[src/rtl/tfd_pkg.sv]
// ----------------------------------------------------------------------------
// tfd_pkg
// Shared constants for the timestamped frame deframer: frame marker words,
// word class codes, register indexes, reset values, parameter defaults and field widths.
// ----------------------------------------------------------------------------
`default_nettype none

package tfd_pkg;

  // field widths
  localparam int WORD_W      = 16;
  localparam int CLASS_W     = 3;
  localparam int INDEX_W     = 18;
  localparam int TS_W        = 60;
  localparam int TS_CHUNK_W  = 15;
  localparam int STAT_W      = 32;
  localparam int CHAN_REG_W  = 7;
  localparam int SPF_REG_W   = 13;
  localparam int CFG_DATA_W  = 13;
  localparam int CFG_INDEX_W = 2;

  // frame marker words
  localparam logic [WORD_W-1:0] START_WORD = 16'h0001;
  localparam logic [WORD_W-1:0] END_WORD   = 16'hFFFE;

  // word class codes
  localparam logic [CLASS_W-1:0] CLS_SKIP    = 3'd0;
  localparam logic [CLASS_W-1:0] CLS_START   = 3'd1;
  localparam logic [CLASS_W-1:0] CLS_TS      = 3'd2;
  localparam logic [CLASS_W-1:0] CLS_PAYLOAD = 3'd3;
  localparam logic [CLASS_W-1:0] CLS_END_OK  = 3'd4;
  localparam logic [CLASS_W-1:0] CLS_END_BAD = 3'd5;

  // register indexes
  localparam logic [CFG_INDEX_W-1:0] REG_CHANNEL_COUNT     = 2'd0;
  localparam logic [CFG_INDEX_W-1:0] REG_SAMPLES_PER_FRAME = 2'd1;

  // register reset values
  localparam logic [CHAN_REG_W-1:0] CHANNEL_COUNT_RST     = 7'd1;
  localparam logic [SPF_REG_W-1:0]  SAMPLES_PER_FRAME_RST = 13'd64;

  // parameter defaults
  localparam int MAX_CHANNELS_DEF = 64;
  localparam int MAX_SAMPLES_DEF  = 4096;
  localparam int COUNT_WIDTH_DEF  = 32;

endpackage

`default_nettype wire

[src/rtl/timestamped_frame_deframer_top.sv]
// ----------------------------------------------------------------------------
// timestamped_frame_deframer_top
// Results are registered: a result is valid in the cycle after its input transfer.
// Throughput: one word per cycle; the single result register decouples the
// two sides, and the input stalls only in reset or while a result waits to be taken.
// Reset (rst, synchronous): hunting for start, counters and timestamps zero,
// channel_count 1, samples_per_frame 64, no result pending.
// Splits a word stream into frames: start word, four 15-bit timestamp words,
// channel_count * samples_per_frame payload words, end word. Every word gives
// one classified result plus saturating status counters.
// ----------------------------------------------------------------------------
`default_nettype none

module timestamped_frame_deframer_top #(
  parameter int MAX_CHANNELS = tfd_pkg::MAX_CHANNELS_DEF,
  parameter int MAX_SAMPLES  = tfd_pkg::MAX_SAMPLES_DEF,
  parameter int COUNT_WIDTH  = tfd_pkg::COUNT_WIDTH_DEF
) (
  input  wire logic                             clk,
  input  wire logic                             rst,
  // configuration writes
  input  wire logic                             cfg_we,
  input  wire logic [tfd_pkg::CFG_INDEX_W-1:0]  cfg_index,
  input  wire logic [tfd_pkg::CFG_DATA_W-1:0]   cfg_data,
  // input words
  input  wire logic                             in_valid,
  output logic                                  in_ready,
  input  wire logic [tfd_pkg::WORD_W-1:0]       word,
  // results
  output logic                                  out_valid,
  input  wire logic                             out_ready,
  output logic [tfd_pkg::CLASS_W-1:0]           word_class,
  output logic [tfd_pkg::WORD_W-1:0]            payload_word,
  output logic [tfd_pkg::INDEX_W-1:0]           payload_index,
  output logic                                  payload_last,
  output logic [tfd_pkg::TS_W-1:0]              frame_timestamp,
  output logic                                  timestamp_mismatch,
  output logic [tfd_pkg::STAT_W-1:0]            good_frames,
  output logic [tfd_pkg::STAT_W-1:0]            bad_frames,
  output logic [tfd_pkg::STAT_W-1:0]            timestamp_errors,
  output logic [tfd_pkg::STAT_W-1:0]            skipped_words,
  output logic [tfd_pkg::STAT_W-1:0]            total_words
);

  localparam int CW     = COUNT_WIDTH;
  localparam int CHW    = tfd_pkg::CHAN_REG_W;
  localparam int SPW    = tfd_pkg::SPF_REG_W;
  localparam int LENW   = CHW + SPW;
  localparam int TSW    = tfd_pkg::TS_W;
  localparam int CKW    = tfd_pkg::TS_CHUNK_W;
  localparam int IDXW   = tfd_pkg::INDEX_W;
  localparam int STW    = tfd_pkg::STAT_W;
  // clamp limits, bounded by what the register fields can hold
  localparam int ChanLimI = (MAX_CHANNELS < (2 ** CHW) - 1) ? MAX_CHANNELS : (2 ** CHW) - 1;
  localparam int SpfLimI  = (MAX_SAMPLES < (2 ** SPW) - 1) ? MAX_SAMPLES : (2 ** SPW) - 1;
  localparam logic [CHW-1:0] CHAN_LIM = CHW'(ChanLimI);
  localparam logic [SPW-1:0] SPF_LIM  = SPW'(SpfLimI);

  typedef enum logic [2:0] {
    PH_HUNT,
    PH_TS0,
    PH_TS1,
    PH_TS2,
    PH_TS3,
    PH_PAY,
    PH_END
  } phase_t;

  function automatic logic [CW-1:0] sat_inc(input logic [CW-1:0] c);
    return (&c) ? c : c + 1'b1;
  endfunction

  function automatic logic [STW-1:0] stat_view(input logic [CW-1:0] c);
    logic [CW+STW-1:0] ext;
    ext = {{STW{1'b0}}, c};
    return ext[STW-1:0];
  endfunction

  // configuration registers
  logic [CHW-1:0] channel_count;
  logic [SPW-1:0] samples_per_frame;

  // frame state
  phase_t          phase, phase_next;
  logic [IDXW-1:0] pay_pos, pay_pos_next;
  logic [TSW-1:0]  ts_acc, ts_acc_next;
  logic [TSW:0]    exp_ts, exp_ts_next;
  logic [CW-1:0]   good_cnt, good_cnt_next;
  logic [CW-1:0]   bad_cnt, bad_cnt_next;
  logic [CW-1:0]   ts_err_cnt, ts_err_cnt_next;
  logic [CW-1:0]   skip_cnt, skip_cnt_next;
  logic [CW-1:0]   word_cnt, word_cnt_next;

  // per-word result
  logic [tfd_pkg::CLASS_W-1:0] cls;
  logic [tfd_pkg::WORD_W-1:0]  pword;
  logic [IDXW-1:0]             pidx;
  logic                        plast;
  logic                        mism;

  logic            accept;
  logic [CHW-1:0]  chans;
  logic [SPW-1:0]  spf;
  logic [LENW-1:0] pay_len;
  logic [CKW-1:0]  bits;

  // no input transfer while in reset
  assign in_ready = !rst && (!out_valid || out_ready);
  assign accept   = in_valid && in_ready;
  assign bits     = word[CKW-1:0];

  // clamp the registers into range and form the payload length
  always_comb begin
    chans   = (channel_count == '0) ? CHW'(1) :
              ((channel_count > CHAN_LIM) ? CHAN_LIM : channel_count);
    spf     = (samples_per_frame == '0) ? SPW'(1) :
              ((samples_per_frame > SPF_LIM) ? SPF_LIM : samples_per_frame);
    pay_len = LENW'(chans) * LENW'(spf);
  end

  // frame parser, one word per transfer
  always_comb begin
    phase_next      = phase;
    pay_pos_next    = pay_pos;
    ts_acc_next     = ts_acc;
    exp_ts_next     = exp_ts;
    good_cnt_next   = good_cnt;
    bad_cnt_next    = bad_cnt;
    ts_err_cnt_next = ts_err_cnt;
    skip_cnt_next   = skip_cnt;
    word_cnt_next   = sat_inc(word_cnt);
    cls             = tfd_pkg::CLS_SKIP;
    pword           = '0;
    pidx            = '0;
    plast           = 1'b0;
    mism            = 1'b0;

    unique case (phase)
      PH_HUNT: begin
        if (word == tfd_pkg::START_WORD) begin
          cls           = tfd_pkg::CLS_START;
          skip_cnt_next = '0;
          phase_next    = PH_TS0;
        end else begin
          skip_cnt_next = sat_inc(skip_cnt);
        end
      end
      PH_TS0: begin
        cls         = tfd_pkg::CLS_TS;
        ts_acc_next = {{(TSW-CKW){1'b0}}, bits};
        phase_next  = PH_TS1;
      end
      PH_TS1: begin
        cls         = tfd_pkg::CLS_TS;
        ts_acc_next = ts_acc | {{(TSW-2*CKW){1'b0}}, bits, {CKW{1'b0}}};
        phase_next  = PH_TS2;
      end
      PH_TS2: begin
        cls         = tfd_pkg::CLS_TS;
        ts_acc_next = ts_acc | {{(TSW-3*CKW){1'b0}}, bits, {(2*CKW){1'b0}}};
        phase_next  = PH_TS3;
      end
      PH_TS3: begin
        cls         = tfd_pkg::CLS_TS;
        ts_acc_next = ts_acc | {bits, {(3*CKW){1'b0}}};
        // continuity check, skipped until the first frame has set a target
        if (exp_ts != '0 && {1'b0, ts_acc_next} != exp_ts) begin
          mism            = 1'b1;
          ts_err_cnt_next = sat_inc(ts_err_cnt);
        end
        exp_ts_next  = {1'b0, ts_acc_next} + (TSW+1)'(spf);
        pay_pos_next = '0;
        phase_next   = PH_PAY;
      end
      PH_PAY: begin
        cls   = tfd_pkg::CLS_PAYLOAD;
        pword = word;
        pidx  = pay_pos;
        // length is re-evaluated every word so register changes take effect
        if ((LENW'(pay_pos) + LENW'(1)) >= pay_len) begin
          plast        = 1'b1;
          pay_pos_next = '0;
          phase_next   = PH_END;
        end else begin
          pay_pos_next = pay_pos + 1'b1;
        end
      end
      PH_END: begin
        if (word == tfd_pkg::END_WORD) begin
          cls           = tfd_pkg::CLS_END_OK;
          good_cnt_next = sat_inc(good_cnt);
        end else begin
          cls          = tfd_pkg::CLS_END_BAD;
          bad_cnt_next = sat_inc(bad_cnt);
        end
        phase_next = PH_HUNT;
      end
      default: begin
        phase_next = PH_HUNT;
      end
    endcase
  end

  // configuration writes
  always_ff @(posedge clk) begin
    if (rst) begin
      channel_count     <= tfd_pkg::CHANNEL_COUNT_RST;
      samples_per_frame <= tfd_pkg::SAMPLES_PER_FRAME_RST;
    end else if (cfg_we) begin
      if (cfg_index == tfd_pkg::REG_CHANNEL_COUNT) begin
        channel_count <= cfg_data[CHW-1:0];
      end
      if (cfg_index == tfd_pkg::REG_SAMPLES_PER_FRAME) begin
        samples_per_frame <= cfg_data[SPW-1:0];
      end
    end
  end

  // frame state and counters
  always_ff @(posedge clk) begin
    if (rst) begin
      phase      <= PH_HUNT;
      pay_pos    <= '0;
      ts_acc     <= '0;
      exp_ts     <= '0;
      good_cnt   <= '0;
      bad_cnt    <= '0;
      ts_err_cnt <= '0;
      skip_cnt   <= '0;
      word_cnt   <= '0;
    end else if (accept) begin
      phase      <= phase_next;
      pay_pos    <= pay_pos_next;
      ts_acc     <= ts_acc_next;
      exp_ts     <= exp_ts_next;
      good_cnt   <= good_cnt_next;
      bad_cnt    <= bad_cnt_next;
      ts_err_cnt <= ts_err_cnt_next;
      skip_cnt   <= skip_cnt_next;
      word_cnt   <= word_cnt_next;
    end
  end

  // result register valid
  always_ff @(posedge clk) begin
    if (rst) begin
      out_valid <= 1'b0;
    end else if (accept) begin
      out_valid <= 1'b1;
    end else if (out_ready) begin
      out_valid <= 1'b0;
    end
  end

  // result register payload
  always_ff @(posedge clk) begin
    if (accept) begin
      word_class         <= cls;
      payload_word       <= pword;
      payload_index      <= pidx;
      payload_last       <= plast;
      frame_timestamp    <= ts_acc_next;
      timestamp_mismatch <= mism;
      good_frames        <= stat_view(good_cnt_next);
      bad_frames         <= stat_view(bad_cnt_next);
      timestamp_errors   <= stat_view(ts_err_cnt_next);
      skipped_words      <= stat_view(skip_cnt_next);
      total_words        <= stat_view(word_cnt_next);
    end
  end

  // a last payload flag only ever rides on a payload result
  assert property (@(posedge clk) disable iff (rst)
    (out_valid && payload_last) |-> (word_class == tfd_pkg::CLS_PAYLOAD))
    else $error("payload_last set on a non-payload result");

  // a timestamp mismatch only ever rides on a timestamp result
  assert property (@(posedge clk) disable iff (rst)
    (out_valid && timestamp_mismatch) |-> (word_class == tfd_pkg::CLS_TS))
    else $error("timestamp_mismatch set on a non-timestamp result");

  // any accepted word leaves a pending result with a nonzero word count
  assert property (@(posedge clk) disable iff (rst)
    accept |=> (out_valid && total_words != '0))
    else $error("accepted word did not produce a counted result");

  // an end word always returns the parser to hunting
  assert property (@(posedge clk) disable iff (rst)
    (accept && phase == PH_END) |=> (phase == PH_HUNT))
    else $error("parser did not resume hunting after end word");

  // the final payload word always moves the parser to the end word
  assert property (@(posedge clk) disable iff (rst)
    (accept && phase == PH_PAY && plast) |=> (phase == PH_END && pay_pos == '0))
    else $error("payload did not close correctly");

endmodule

`default_nettype wire

[config.mk]
export PLATFORM = sky130hd
export DESIGN_NAME = timestamped_frame_deframer_top
export DESIGN_NICKNAME = d
export VERILOG_FILES = /design/src/rtl/tfd_pkg.sv /design/src/rtl/timestamped_frame_deframer_top.sv
export SDC_FILE = /design/constraint.sdc
export NUM_CORES = 1
export LEC_CHECK = 0
export ABC_AREA = 1
export BUFFER_PORTS_ARGS = -buffer_cell sky130_fd_sc_hd__buf_2
export CORE_ASPECT_RATIO = 2
export CORE_MARGIN = 4
export CORE_UTILIZATION = 43
export CTS_CLUSTER_SIZE = 20
export DETAILED_ROUTE_END_ITERATION = 7
export GPL_TIMING_DRIVEN = 0
export PLACE_DENSITY = 0.58
export SLEW_MARGIN = 40
export SYNTH_ARGS = -nofsm -noshare
export SYNTH_HDL_FRONTEND = slang
export SYNTH_SLANG_ARGS = --single-unit
[constraint.sdc]
create_clock -name clk -period 12.05 [get_ports clk]
set_clock_uncertainty 0.05 [all_clocks]
set_input_delay 0 -clock clk [delete_from_list [all_inputs] [get_ports clk]]
set_output_delay 0 -clock clk [all_outputs]
set_load 0.02 [all_outputs]
Word-level counts from Yosys, hierarchy flattened
Cells that the tools add are included.
{"block": "totals", "reg_bits": 582, "input_bits": 36, "output_inout_bits": 261, "wordCells": 104}
{"block": "classes", "addsub": 8, "multipliers": 1, "order_cmp": 3, "eq_ne": 12, "muxes": 30, "bitwise": 3, "reduce_logical": 24}
{"operator": "32-bit two-way mux", "count": 13}
{"operator": "60-bit one-hot mux with 4 select lines", "count": 1}
{"operator": "32-bit by 1-bit adder with 32-bit output (second input constant)", "count": 5}
{"operator": "32-bit AND reduction", "count": 5}
{"operator": "60-bit by 13-bit adder with 61-bit output", "count": 1}
{"operator": "60-bit by 61-bit inequality test with 1-bit output", "count": 1}
{"operator": "61-bit nonzero test", "count": 1}
{"operator": "60-bit by 30-bit OR with 60-bit output", "count": 1}
{"operator": "60-bit by 45-bit OR with 60-bit output", "count": 1}
{"operator": "60-bit OR", "count": 1}
{"operator": "18-bit one-hot mux with 2 select lines", "count": 1}
{"operator": "13-bit two-way mux", "count": 2}
{"operator": "19-bit by 20-bit greater-or-equal comparator with 1-bit output", "count": 1}
{"operator": "7-bit by 13-bit multiplier with 20-bit output", "count": 1}
{"operator": "18-bit by 1-bit adder with 19-bit output (second input constant)", "count": 1}
{"operator": "18-bit by 1-bit adder with 18-bit output (second input constant)", "count": 1}
{"operator": "18-bit two-way mux", "count": 1}
{"operator": "3-bit one-hot mux with 6 select lines", "count": 1}
{"operator": "16-bit by 1-bit equality test with 1-bit output (second input constant)", "count": 1}
{"operator": "16-bit equality test (second input constant)", "count": 1}
{"operator": "7-bit two-way mux", "count": 2}
{"operator": "13-bit > comparator (second input constant)", "count": 1}
{"operator": "13-bit logical NOT", "count": 1}
{"operator": "3-bit one-hot mux with 4 select lines", "count": 1}
{"operator": "18 further kinds", "count": 35}

Depth between registers and ports, before layout
Gate-level depths: netlist (run 1).
{"block": "logic_depth", "word_depth": 7, "depth_mapped": 42, "depth_no_buf": 41}

Worst setup path after synthesis (run 1)
OpenSTA, ideal clock, no wires.
{"block": "synth_timing", "kind": "register to register", "start": "register out_valid", "end": "register bad_frames[0] in the netlist's numbering, enable pin", "setup_ps": 724, "t_arrival_ps": 8872, "t_required_ps": 11276, "path_slack_ps": 2404, "path_stages_with_launch": 8, "path_buffers": 4, "period_less_slack_ps": 9646, "cell_sequence": "dfxtp_1 -> a21oi_1 -> nand2_1 -> clkbuf_1 -> inv_1 -> buf_2 -> clkbuf_1 -> clkbuf_1"}
{"block": "synth_via", "elab_chain_cells": 4}
{"item": "start: declaration", "line": "timestamped_frame_deframer_top.sv:30", "source": "output logic out_valid,"}
{"item": "start signal: assignment", "line": "timestamped_frame_deframer_top.sv:247", "source": "out_valid <= 1'b0;"}
{"item": "start signal: assignment", "line": "timestamped_frame_deframer_top.sv:249", "source": "out_valid <= 1'b1;"}
{"item": "start signal: assignment", "line": "timestamped_frame_deframer_top.sv:251", "source": "out_valid <= 1'b0;"}
{"item": "1-bit logical NOT", "line": "timestamped_frame_deframer_top.sv:108", "source": "assign in_ready = !rst && (!out_valid || out_ready);"}
{"item": "1-bit logical OR", "line": "timestamped_frame_deframer_top.sv:108"}
{"item": "1-bit logical AND", "line": "timestamped_frame_deframer_top.sv:108"}
{"item": "named net in_ready", "line": "timestamped_frame_deframer_top.sv:27", "source": "output logic in_ready,"}
{"item": "1-bit logical AND", "line": "timestamped_frame_deframer_top.sv:109", "source": "assign accept = in_valid && in_ready;"}
{"item": "named net accept", "line": "timestamped_frame_deframer_top.sv:101", "source": "logic accept;"}
{"item": "end signal: assignment", "line": "timestamped_frame_deframer_top.sv:265", "source": "bad_frames <= stat_view(bad_cnt_next);"}
{"item": "end: declaration", "line": "timestamped_frame_deframer_top.sv:39", "source": "output logic [tfd_pkg::STAT_W-1:0] bad_frames,"}
The timed path passes the listed nets, and every way through them passes these cells.
A chain may end at the register's enable or synchronous reset.

Worst setup path in the final report (run 1)
{"block": "layout_timing", "start": "register samples_per_frame[8]", "end": "register phase[0]"}
{"block": "layout_via", "elab_chain_cells": 7, "word_cells_on_any_way": 8, "cone_classes": "mul: 1; order compare: 2; eq/ne: 1; mux: 2; reduce/logical: 2"}
{"item": "start: declaration", "line": "timestamped_frame_deframer_top.sv:81", "source": "logic [SPW-1:0] samples_per_frame;"}
{"item": "start signal: assignment", "line": "timestamped_frame_deframer_top.sv:208", "source": "samples_per_frame <= tfd_pkg::SAMPLES_PER_FRAME_RST;"}
{"item": "start signal: assignment", "line": "timestamped_frame_deframer_top.sv:214", "source": "samples_per_frame <= cfg_data[SPW-1:0];"}
{"item": "13-bit > comparator", "line": "timestamped_frame_deframer_top.sv:117", "source": "((samples_per_frame > SPF_LIM) ? SPF_LIM : samples_per_frame);"}
{"item": "13-bit two-way mux", "line": "timestamped_frame_deframer_top.sv:117"}
{"item": "13-bit two-way mux *", "line": "timestamped_frame_deframer_top.sv:116", "source": "spf = (samples_per_frame == '0) ? SPW'(1) :"}
{"item": "7-bit by 13-bit multiplier with 20-bit output *", "line": "timestamped_frame_deframer_top.sv:118", "source": "pay_len = LENW'(chans) * LENW'(spf);"}
{"item": "19-bit by 20-bit greater-or-equal comparator with 1-bit output *", "line": "timestamped_frame_deframer_top.sv:180", "source": "if ((LENW'(pay_pos) + LENW'(1)) >= pay_len) begin"}
{"item": "2-bit inequality test (no line) *"}
{"item": "3-bit AND reduction (no line) *"}
{"item": "end signal: assignment", "line": "timestamped_frame_deframer_top.sv:232", "source": "phase <= phase_next;"}
{"item": "end: declaration", "line": "timestamped_frame_deframer_top.sv:84", "source": "phase_t phase, phase_next;"}
Mark *: on every way between the ends. The rest lies on a longest branch, timed or not.

==> flow_summary.toml, run 1 <==
[setup_path]
cp_slowest_cell = "nor2_1"
critPathMaxFanout = 10
end_kind = "flip-flop"
crit_top_cell = "nand2_1"
crit_required_ps = 12530
crit_arrival_ps = 8800
crit_type = "flip-flop to flip-flop"
start_kind = "flip-flop"
max_stage_delay_ps = 760

[route]
dr.pass1.iters = 6
vias = 29456
drtIter0Drc = 1849
drtAntennaViolNets = 0
post_drt_wl_per_cell_um = 22.2
drc_errors = 0
vias_per_cell = 5.47
drt-total-wl_um = 119000

[clock_tree]
clk_pin_slew_ps = 80
cts.path.max_buffers = 3
cts_sinks = 582
root_buffer = "clkbuf_16"
cts-buffers-inserted = 54
holdBufCountCts = 45
clkLatencyLatePin_ps = 640
cts_tree = "built"
cts.repair.resized = 0
cts_setup_buffers = 0
cts-htree-levels = 2

[sta]
tightest_slew_ps = 976
rsz0062_at_grt = "no"
relSlewSlack_pct = 35.0
worst_slack_ps = 3730
period_needed_ps = 8320
hold_violations = 0
slew_viol_final = 0
whs_ps = 96.4
setup_viol = 0
timing.fmax_mhz = 120
finalCritPeriodShare_pct = 69.0

[outcome]
status = "completed"

[floorplanning]
coreArea_um2 = 73700
die_h_um = 393
start_util_pct = 43.3
die_w_um = 201
placementRows = 141
io_pins = 297
fp.dieArea_um2 = 78900

[logic_synthesis]
synth_compound_area_share_pct = 11.2
synth-main-ff-cell = "dfxtp_1"
syn_nets = 4178
yosysSeqAreaShare_pct = 44.6
ys_warn_count = 0
syn_avg_cell_area_um2 = 7.96
synth_xor_area_share_pct = 4.77
muxShareOfSynthArea_pct = 0
synth_top_family_by_area = "simple AND/OR/NAND/NOR gates"
synth.distinct_cells = 58
synth.ff_latch_count = 582
synthSimpleGateAreaFrac_pct = 24.4
synth_area_um2 = 31900
netlist_instances = 4011
synth_edf_count = 259
synthAdderAreaFrac_pct = 6.43
synthArstFlopShare_pct = 0

[placement]
io_buffer_count = 294
place_ws_ps = 3740
dpl.hpwl_um = 94000
gp_congestion = 0.996

[layout]
nFillCells = 7404
diodes = 0
multi_input_area_um2 = 15000
syn2layout_area_growth_pct = 15.9
layout_commonest_cell = "nand2_1"
layout-drive-gt1-share_pct = 10.8
seq_area_um2 = 14200
final_cell_mix = "835 x nand2_1, 558 x inv_1, 383 x nor2_1, 323 x dfxtp_1, 301 x buf_2"
num-nets-final = 4580
post-route-util_pct = 50.2

[grt]
antenna_found_initial = 1
grt_pass1_wl_um = 178000
grt_pass1_vias = 29633
grt_usage_pct = 29.3
grt_max_degree = 43
gr-total-overflow = 0

[power_and_ir_drop]
p_leak_uw = 0.0151
p_per_area_nw_per_um2 = 117
p_total_uw = 4310
vdd_drop_max_v = 0.000102

[job]
drv_cap = 0

[worst_hold_path]
hold_class = "input pin to flip-flop"
final timing paths:
kind	startpoint	to	slack [ps]	cells after the start
worst max register to register	samples_per_frame[8]$_SDFFE_PP0P_	phase[0]$_SDFFE_PP0P_	3730	35
worst min-delay path	word[0]	ts_acc[15]$_SDFFE_PP0P_	100	5
worst min register to register	samples_per_frame[6]$_SDFFE_PP1P_	samples_per_frame[6]$_SDFFE_PP1P_	410	2
worst max-delay path	samples_per_frame[8]$_SDFFE_PP0P_	phase[0]$_SDFFE_PP0P_	3730	35
synthesized netlist by cell type (2+ instances only):
cell type	instances	area share (%)
xor2_1	135	3.7
nand3b_1	14	0.33
o2111ai_1	3	0.082
a21oi_1	136	2.1
nand2_2	2	0.039
nor2_1	392	4.6
nor2_4	3	0.11
clkbuf_1	118	1.4
clkinv_1	5	0.059
nor2_2	10	0.20
or2_2	19	0.37
xnor2_1	39	1.1
nor4_1	49	0.96
o21a_1	6	0.14
fa_1	55	3.4
nor3_4	2	0.10
nor3_1	114	1.8
o31ai_1	113	2.7
o22ai_1	40	0.78
ha_1	76	3.0
inv_1	558	6.6
buf_1	13	0.15
dfxtp_1	323	20
a211oi_1	3	0.071
a31oi_1	20	0.39
o21ai_0	250	3.9
and3_1	4	0.078
buf_6	3	0.11
o21ai_2	2	0.055
inv_2	7	0.082
nand2_1	835	9.8
buf_2	7	0.11
o21bai_1	4	0.094
and2_1	12	0.24
edfxtp_1	259	24
nand3_1	246	3.9
nor3b_1	2	0.047
o211ai_1	24	0.56
o21ai_1	8	0.13
a21boi_0	2	0.047
nand3_2	4	0.13
nand4_1	78	1.5
where the power goes:
part | total [uW] | leakage, uW | switching [uW] | internal [uW]
sequential | 2130 | 0.00506 | 25.3 | 2110
combinational | 377 | 0.00917 | 281 | 96.1
clock | 1800 | 0.000863 | 819 | 985
total | 4310 | 0.0151 | 1130 | 3190
stage by stage:
stage | cell area, um^2 | instances | TNS, ps
floorplan | 31900 | 4011 | 0
global placement | 34600 | 5234 | -431370
detailed placement | 34800 | 5241 | 0
CTS | 37000 | 5386 | 0
global route | 37000 | 5386 | 0
finish | 37000 | 5386 | 0
state kept, by name, summed over array words and instances (netlist names), 18 cells and up:
name and flops:
frame_timestamp 60, pay_pos 18, bad_cnt 32, timestamp_errors 32, skipped_words 32, good_frames 32, bad_frames 32, ts_acc 60
word_cnt 32, total_words 32, exp_ts 61, skip_cnt 32, payload_index 18, ts_err_cnt 32, good_cnt 32
worst max-delay path, delay by kind of cell (launching register included):
kind,cells,cell delay (ps)
buffers and inverters,6,1240
xor gates and xnor gates,1,140
AOI/OAI and AO/OA,5,1030
and+or+nand+nor,17,2750
DFF,1,310
adders and majority gates,6,2690
cell type report:
class                   instances  area share, %
repair buffers                346           5.57
plain buffers                 142           1.60
multi-input cells            2716           40.5
clock buffers                  68           3.91
flip-flops and latches        582           38.5
well taps                     929           3.14
clock inverters                32          0.950
inverters                     571           5.80
layer usage:
layer | vias to the layer above | global-route usage [%] | part of all wire, %
met1 | 13956 | 29.7 | 34
met5 | - | 0 | 0
met2 | 1033 | 55.0 | 52
met3 | 346 | 4.23 | 5.4
met4 | 0 | 19.9 | 8.3
li1 | 14121 | - | -
cell families after synthesis:
group | Yosys count
AOI/OAI and AO/OA | 617
DFF | 582
adders and majority gates | 131
and+or+nand+nor | 1794
buffers and inverters | 713
xor gates and xnor gates | 174
Note: power is estimated with default switching activity, not from simulation.
==> inputs of run 2 (changes only) <==
--- a/config.mk
+++ b/config.mk
@@ -5,7 +5,7 @@
 export SDC_FILE = /design/constraint.sdc
 export NUM_CORES = 1
 export LEC_CHECK = 0
-export ABC_AREA = 1
+export ABC_AREA = 0
 export BUFFER_PORTS_ARGS = -buffer_cell sky130_fd_sc_hd__buf_2
 export CORE_ASPECT_RATIO = 2
 export CORE_MARGIN = 4
==> constraint.sdc (replaced) <==
create_clock -name clk -period 8 [get_ports clk]
set_clock_uncertainty 0.05 [all_clocks]
set_input_delay 0 -clock clk [delete_from_list [all_inputs] [get_ports clk]]
set_output_delay 0 -clock clk [all_outputs]
set_load 0.02 [all_outputs]
==> flow_summary.toml, run 2 <==
[outcome]
status = "finished, violations left"
violations = "negative hold slack"

[floorplanning]
start_util_pct = 43.3
die_h_um = 385
io_pins = 297
placementRows = 138
fp.dieArea_um2 = 75600
die_w_um = 196
coreArea_um2 = 70600

[route]
drc_errors = 0
post_drt_wl_per_cell_um = 22.8
drtAntennaViolNets = 0
dr.pass1.iters = 6
drt-total-wl_um = 105000
vias_per_cell = 5.52
drtIter0Drc = 1601
vias = 25357

[layout]
final_cell_mix = "405 x nor2_1, 380 x nand2_1, 323 x dfxtp_1, 304 x buf_2, 259 x edfxtp_1"
layout-drive-gt1-share_pct = 12.6
post-route-util_pct = 50.0
final_cells = 4592
layout_commonest_cell = "nor2_1"
seq_area_um2 = 14200
top_register = "exp_ts"
multi_input_area_um2 = 15200
reg_top3 = "exp_ts (61), frame_timestamp (60), ts_acc (60)"
nFillCells = 6826
largest_reg_flops = 61
num-nets-final = 3804
syn2layout_area_growth_pct = 15.5

[logic_synthesis]
syn_avg_cell_area_um2 = 9.37
synth-main-ff-cell = "dfxtp_1"
syn_nets = 3428
synth_area_um2 = 30500
synth.distinct_cells = 79
synth_edf_count = 259
yosysMostFrequentCell = "nor2_1"
synthArstFlopShare_pct = 0
synth_commonest_cells = "406 x nor2_1, 380 x nand2_1, 323 x dfxtp_1"
synth_top_area_share_pct = 25.5
ys_warn_count = 0
synthTopCellsByArea = "edfxtp_1 25%, dfxtp_1 21%, xnor2_1 5.5%, xor2_1 5.4%, nor2_1 5.0%"
netlist_instances = 3261
synth_top_area_cell = "edfxtp_1"
synth.ff_latch_count = 582
yosysSeqAreaShare_pct = 46.6

[clock_tree]
cts-htree-levels = 2
cts.path.max_buffers = 3
cts-buffers-inserted = 52
clkLatencyLatePin_ps = 610
root_buffer = "clkbuf_16"
cts_tree = "built"
clk_pin_slew_ps = 70
cts_sinks = 582

[setup_path]
critPathTopFamily = "adder cells"
crit_required_ps = 8490
crit_type = "flip-flop to flip-flop"
end_kind = "flip-flop"
cp_slowest_cell = "fa_1"
critPathMaxFanout = 10
cp_num_buf_inv = 6
crit_arrival_ps = 7840
start_kind = "flip-flop"
max_stage_delay_ps = 550

[placement]
gp_congestion = 1.04
post-place-cells = 4458
io_buffer_count = 284
dpl.hpwl_um = 81100
place_ws_ps = 171

[grt]
grt_pass1_vias = 25048
grt_max_degree = 75
antenna_found_initial = 2
grt_usage_pct = 26.8
grt_pass1_wl_um = 155000
gr-total-overflow = 0

[power_and_ir_drop]
vdd_drop_max_v = 0.000174
clkPwrFrac_pct = 41.1
power.internal_uw = 4590
seq_power_share_pct = 51.9
comb_power_share_pct = 7.0
p_sw_share_pct = 25.1
p_leak_uw = 0.0137
p_per_area_nw_per_um2 = 173
p_switching_uw = 1530

[job]
drv_cap = 0

[sta]
finalCritPeriodShare_pct = 91.8
worst_slack_ps = 652
relSlewSlack_pct = 38.5
whs_ps = -5.22
finalSetupTns_ps = 0
tightest_slew_ps = 922
period_needed_ps = 7350
slew_viol_final = 0
rsz0062_at_grt = "no"
timing.fmax_mhz = 136
setup_viol = 0
hold_violations = 1

[worst_hold_path]
hold_class = "input pin to flip-flop"
run 2: worst paths after layout:
check / start / endpoint / slack (ps) / depth (start not counted)
worst max register to register: samples_per_frame[1]$_SDFFE_PP0P_ / pay_pos[2]$_SDFFE_PP0P_ / 650 / 29
worst max-delay path: samples_per_frame[1]$_SDFFE_PP0P_ / pay_pos[2]$_SDFFE_PP0P_ / 650 / 29
worst min-delay path: word[11] / ts_acc[11]$_SDFFE_PP0P_ / -5 / 5
worst min register to register: pay_pos[17]$_SDFFE_PP0P_ / pay_pos[17]$_SDFFE_PP0P_ / 420 / 1
run 2: power groups by stage:
stage	Sequential [uW]	Combinational, uW	Clock, uW
floorplan	3310	161	0
global placement	3260	408	0
detailed placement	3240	417	0
CTS	3180	431	2560
global route	3180	455	2670
finish	3180	430	2510
run 2: logic make-up after synthesis:
family,after synthesis,synth area share (%)
xor gates and xnor gates,384,11.1
DFF,582,46.6
AOI/OAI and AO/OA,423,8.84
adders and majority gates,131,6.72
and+or+nand+nor,1425,22.4
buffers and inverters,303,3.91
muxes,13,0.434
run 2: stage by stage:
| stage | cell area, um^2 | total power, uW |
|---|---|---|
| after floorplan | 30600 | 3470 |
| after global placement | 33100 | 3670 |
| after detailed placement | 33300 | 3660 |
| after CTS | 35300 | 6160 |
| after global routing | 35300 | 6300 |
| final | 35300 | 6120 |
run 2: worst register-to-register path: cells and delay by family (launching register included):
kind	cells	cell delay [ps]
multiplexers	1	130
flip-flops	1	340
AND/OR/NAND/NOR	6	1030
AO/OA/AOI/OAI	9	1970
XOR/XNOR	1	120
adder cells (fa/ha/maj)	6	2700
buffers and inverters	6	960
run 2: final cells by class:
cell class              count  area share, %
clock inverters            30          0.621
flip-flops and latches    582           40.4
plain buffers             186           2.24
diodes                      1        0.00709
well taps                 910           3.23
repair buffers            322           5.26
clock buffers              68           4.04
inverters                 117           1.24
multi-input cells        2376           43.0
run 2: routing by layer:
layer	up-vias	track usage (%)	part of all wire, %
met5	-	0	0
met2	810	49.4	52
li1	12086	-	-
met3	266	3.39	4.9
met1	12195	28.8	36
met4	0	16.2	7.3
run 2: repair_timing:
action | in CTS | in global routing
endpoints found under the setup margin | 0 | 21
setup buffers | 0 | 0
hold buffers | 35 | 0
resized for setup | 0 | 8
hold endpoints to repair | 62 | 0
==> inputs of run 3 (changes only) <==
--- a/config.mk
+++ b/config.mk
@@ -7,7 +7,7 @@
 export LEC_CHECK = 0
 export ABC_AREA = 0
 export BUFFER_PORTS_ARGS = -buffer_cell sky130_fd_sc_hd__buf_2
-export CORE_ASPECT_RATIO = 2
+export CORE_ASPECT_RATIO = 1.25
 export CORE_MARGIN = 4
 export CORE_UTILIZATION = 43
 export CTS_CLUSTER_SIZE = 20
==> flow_summary.toml, run 3 (synthesized netlist as in run 2, its figures left out) <==
[job]
drv_cap = 0

[route]
post_drt_wl_per_cell_um = 20.6
drtIter0Drc = 1929
dr.pass1.iters = 6
vias = 25260
drc_errors = 0
drtAntennaViolNets = 0
vias_per_cell = 5.44
drt-total-wl_um = 95800

[sta]
slew_viol_final = 0
tightest_slew_ps = 870
period_needed_ps = 7360
whs_ps = 79.4
relSlewSlack_pct = 42.0
setup_viol = 0
finalCritPeriodShare_pct = 92.0
hold_violations = 0
rsz0062_at_grt = "no"
timing.fmax_mhz = 136

[grt]
grt_usage_pct = 24.8
grt_max_degree = 77
gr-total-overflow = 0
grt_pass1_wl_um = 145000
antenna_found_initial = 5
grt_pass1_vias = 24236

[floorplanning]
coreArea_um2 = 70500
fp.dieArea_um2 = 75400
placementRows = 109
io_pins = 297
die_w_um = 246
start_util_pct = 43.3
die_h_um = 306

[power_and_ir_drop]
p_leak_uw = 0.0138
p_total_uw = 6310
p_per_area_nw_per_um2 = 177
vdd_drop_max_v = 0.000142

[setup_path]
critPathMaxFanout = 10
r2r_slack_ps = 640
crit_arrival_ps = 7850
ff2ff_path_depth = 29
crit_required_ps = 8490
max_stage_delay_ps = 540
cp_slowest_cell = "fa_1"
end_kind = "flip-flop"
start_kind = "flip-flop"
crit_type = "flip-flop to flip-flop"

[layout]
num-nets-final = 3815
final_cell_mix = "404 x nor2_1, 380 x nand2_1, 323 x dfxtp_1, 305 x buf_2, 259 x edfxtp_1"
syn2layout_area_growth_pct = 16.5
layout-drive-gt1-share_pct = 12.7
design_area_um2 = 35600
reg_top3 = "exp_ts (61), frame_timestamp (60), ts_acc (60)"
top_register = "exp_ts"
largest_reg_flops = 61
layout_commonest_cell = "nor2_1"

[clock_tree]
cts_tree = "built"
cts_sinks = 582
clkLatencyLatePin_ps = 640
root_buffer = "clkbuf_16"
cts-buffers-inserted = 58
cts-htree-levels = 2
clk_pin_slew_ps = 70
cts.path.max_buffers = 3

[placement]
dpl.hpwl_um = 70700
io_buffer_count = 284
place_area_um2 = 33300
gp_congestion = 0.915

[outcome]
status = "completed"

[worst_hold_path]
hold_depth = 5
hold_class = "input pin to flip-flop"
-- run 3: metrics by stage --
step / setup TNS [ps] / instances / setup slack (ps) / utilization, %
6_report: 0 / 4644 / 640 / 50.5
2_1_floorplan: 0 / 3261 / 1590 / -
5_1_grt: 0 / 4641 / 81.7 / 50.5
3_3_place_gp: -236150 / 4488 / -922 / 47.0
4_1_cts: 0 / 4640 / 240 / 50.4
3_5_place_dp: 0 / 4491 / 25.6 / 47.2
-- run 3: report_power, final --
group / total [uW] / internal [uW] / switching, uW / leakage, uW
clock network: 2710 / 1480 / 1240 / 0.000902
logic: 418 / 110 / 309 / 0.00792
registers: 3180 / 3150 / 24.4 / 0.00501
-- run 3: final cells by class --
type | count | area, um^2
Multi-Input combinational cell | 2376 | 15200
Inverter | 117 | 439
Sequential cell | 582 | 14200
Clock buffer | 78 | 1590
Buffer | 186 | 790
Timing Repair Buffer | 327 | 1900
Fill cell | 6784 | 34900
Tap cell | 943 | 1180
Antenna cell | 4 | 10.0
Clock inverter | 31 | 267
-- run 3: path summary, 6_finish.rpt --
kind	start	to
setup / recovery	samples_per_frame[1]$_SDFFE_PP0P_	pay_pos[10]$_SDFFE_PP0P_
setup reg to reg	samples_per_frame[1]$_SDFFE_PP0P_	pay_pos[10]$_SDFFE_PP0P_
hold reg to reg	samples_per_frame[11]$_SDFFE_PP0P_	samples_per_frame[11]$_SDFFE_PP0P_
hold / removal	word[11]	ts_acc[11]$_SDFFE_PP0P_
-- run 3: timing repair --
| item | in CTS | in global routing |
|---|---|---|
| setup buffers | 0 | 0 |
| resized for setup | 1 | 6 |
| hold buffers | 40 | 0 |
| endpoints found under the setup margin | 2 | 20 |
| cloned | 0 | 0 |
| endpoints found under the hold margin | 93 | 0 |
-- run 3: layer usage --
layer | track usage [%] | up-vias | wire length (um)
met4 | 8.10 | 2 | 3480
met5 | 0 | - | 13
met1 | 32.7 | 12104 | 40200
met3 | 3.39 | 176 | 6140
met2 | 42.2 | 836 | 46000
li1 | - | 12142 | -
-- run 3: worst max-delay path, delay by kind of cell (launching register included) --
kind | cells | cell delay (ps)
and+or+nand+nor | 6 | 1110
DFF | 1 | 330
buffers and inverters | 6 | 900
xor gates and xnor gates | 1 | 90
adders and majority gates | 6 | 2660
AOI/OAI and AO/OA | 9 | 1990
muxes | 1 | 150
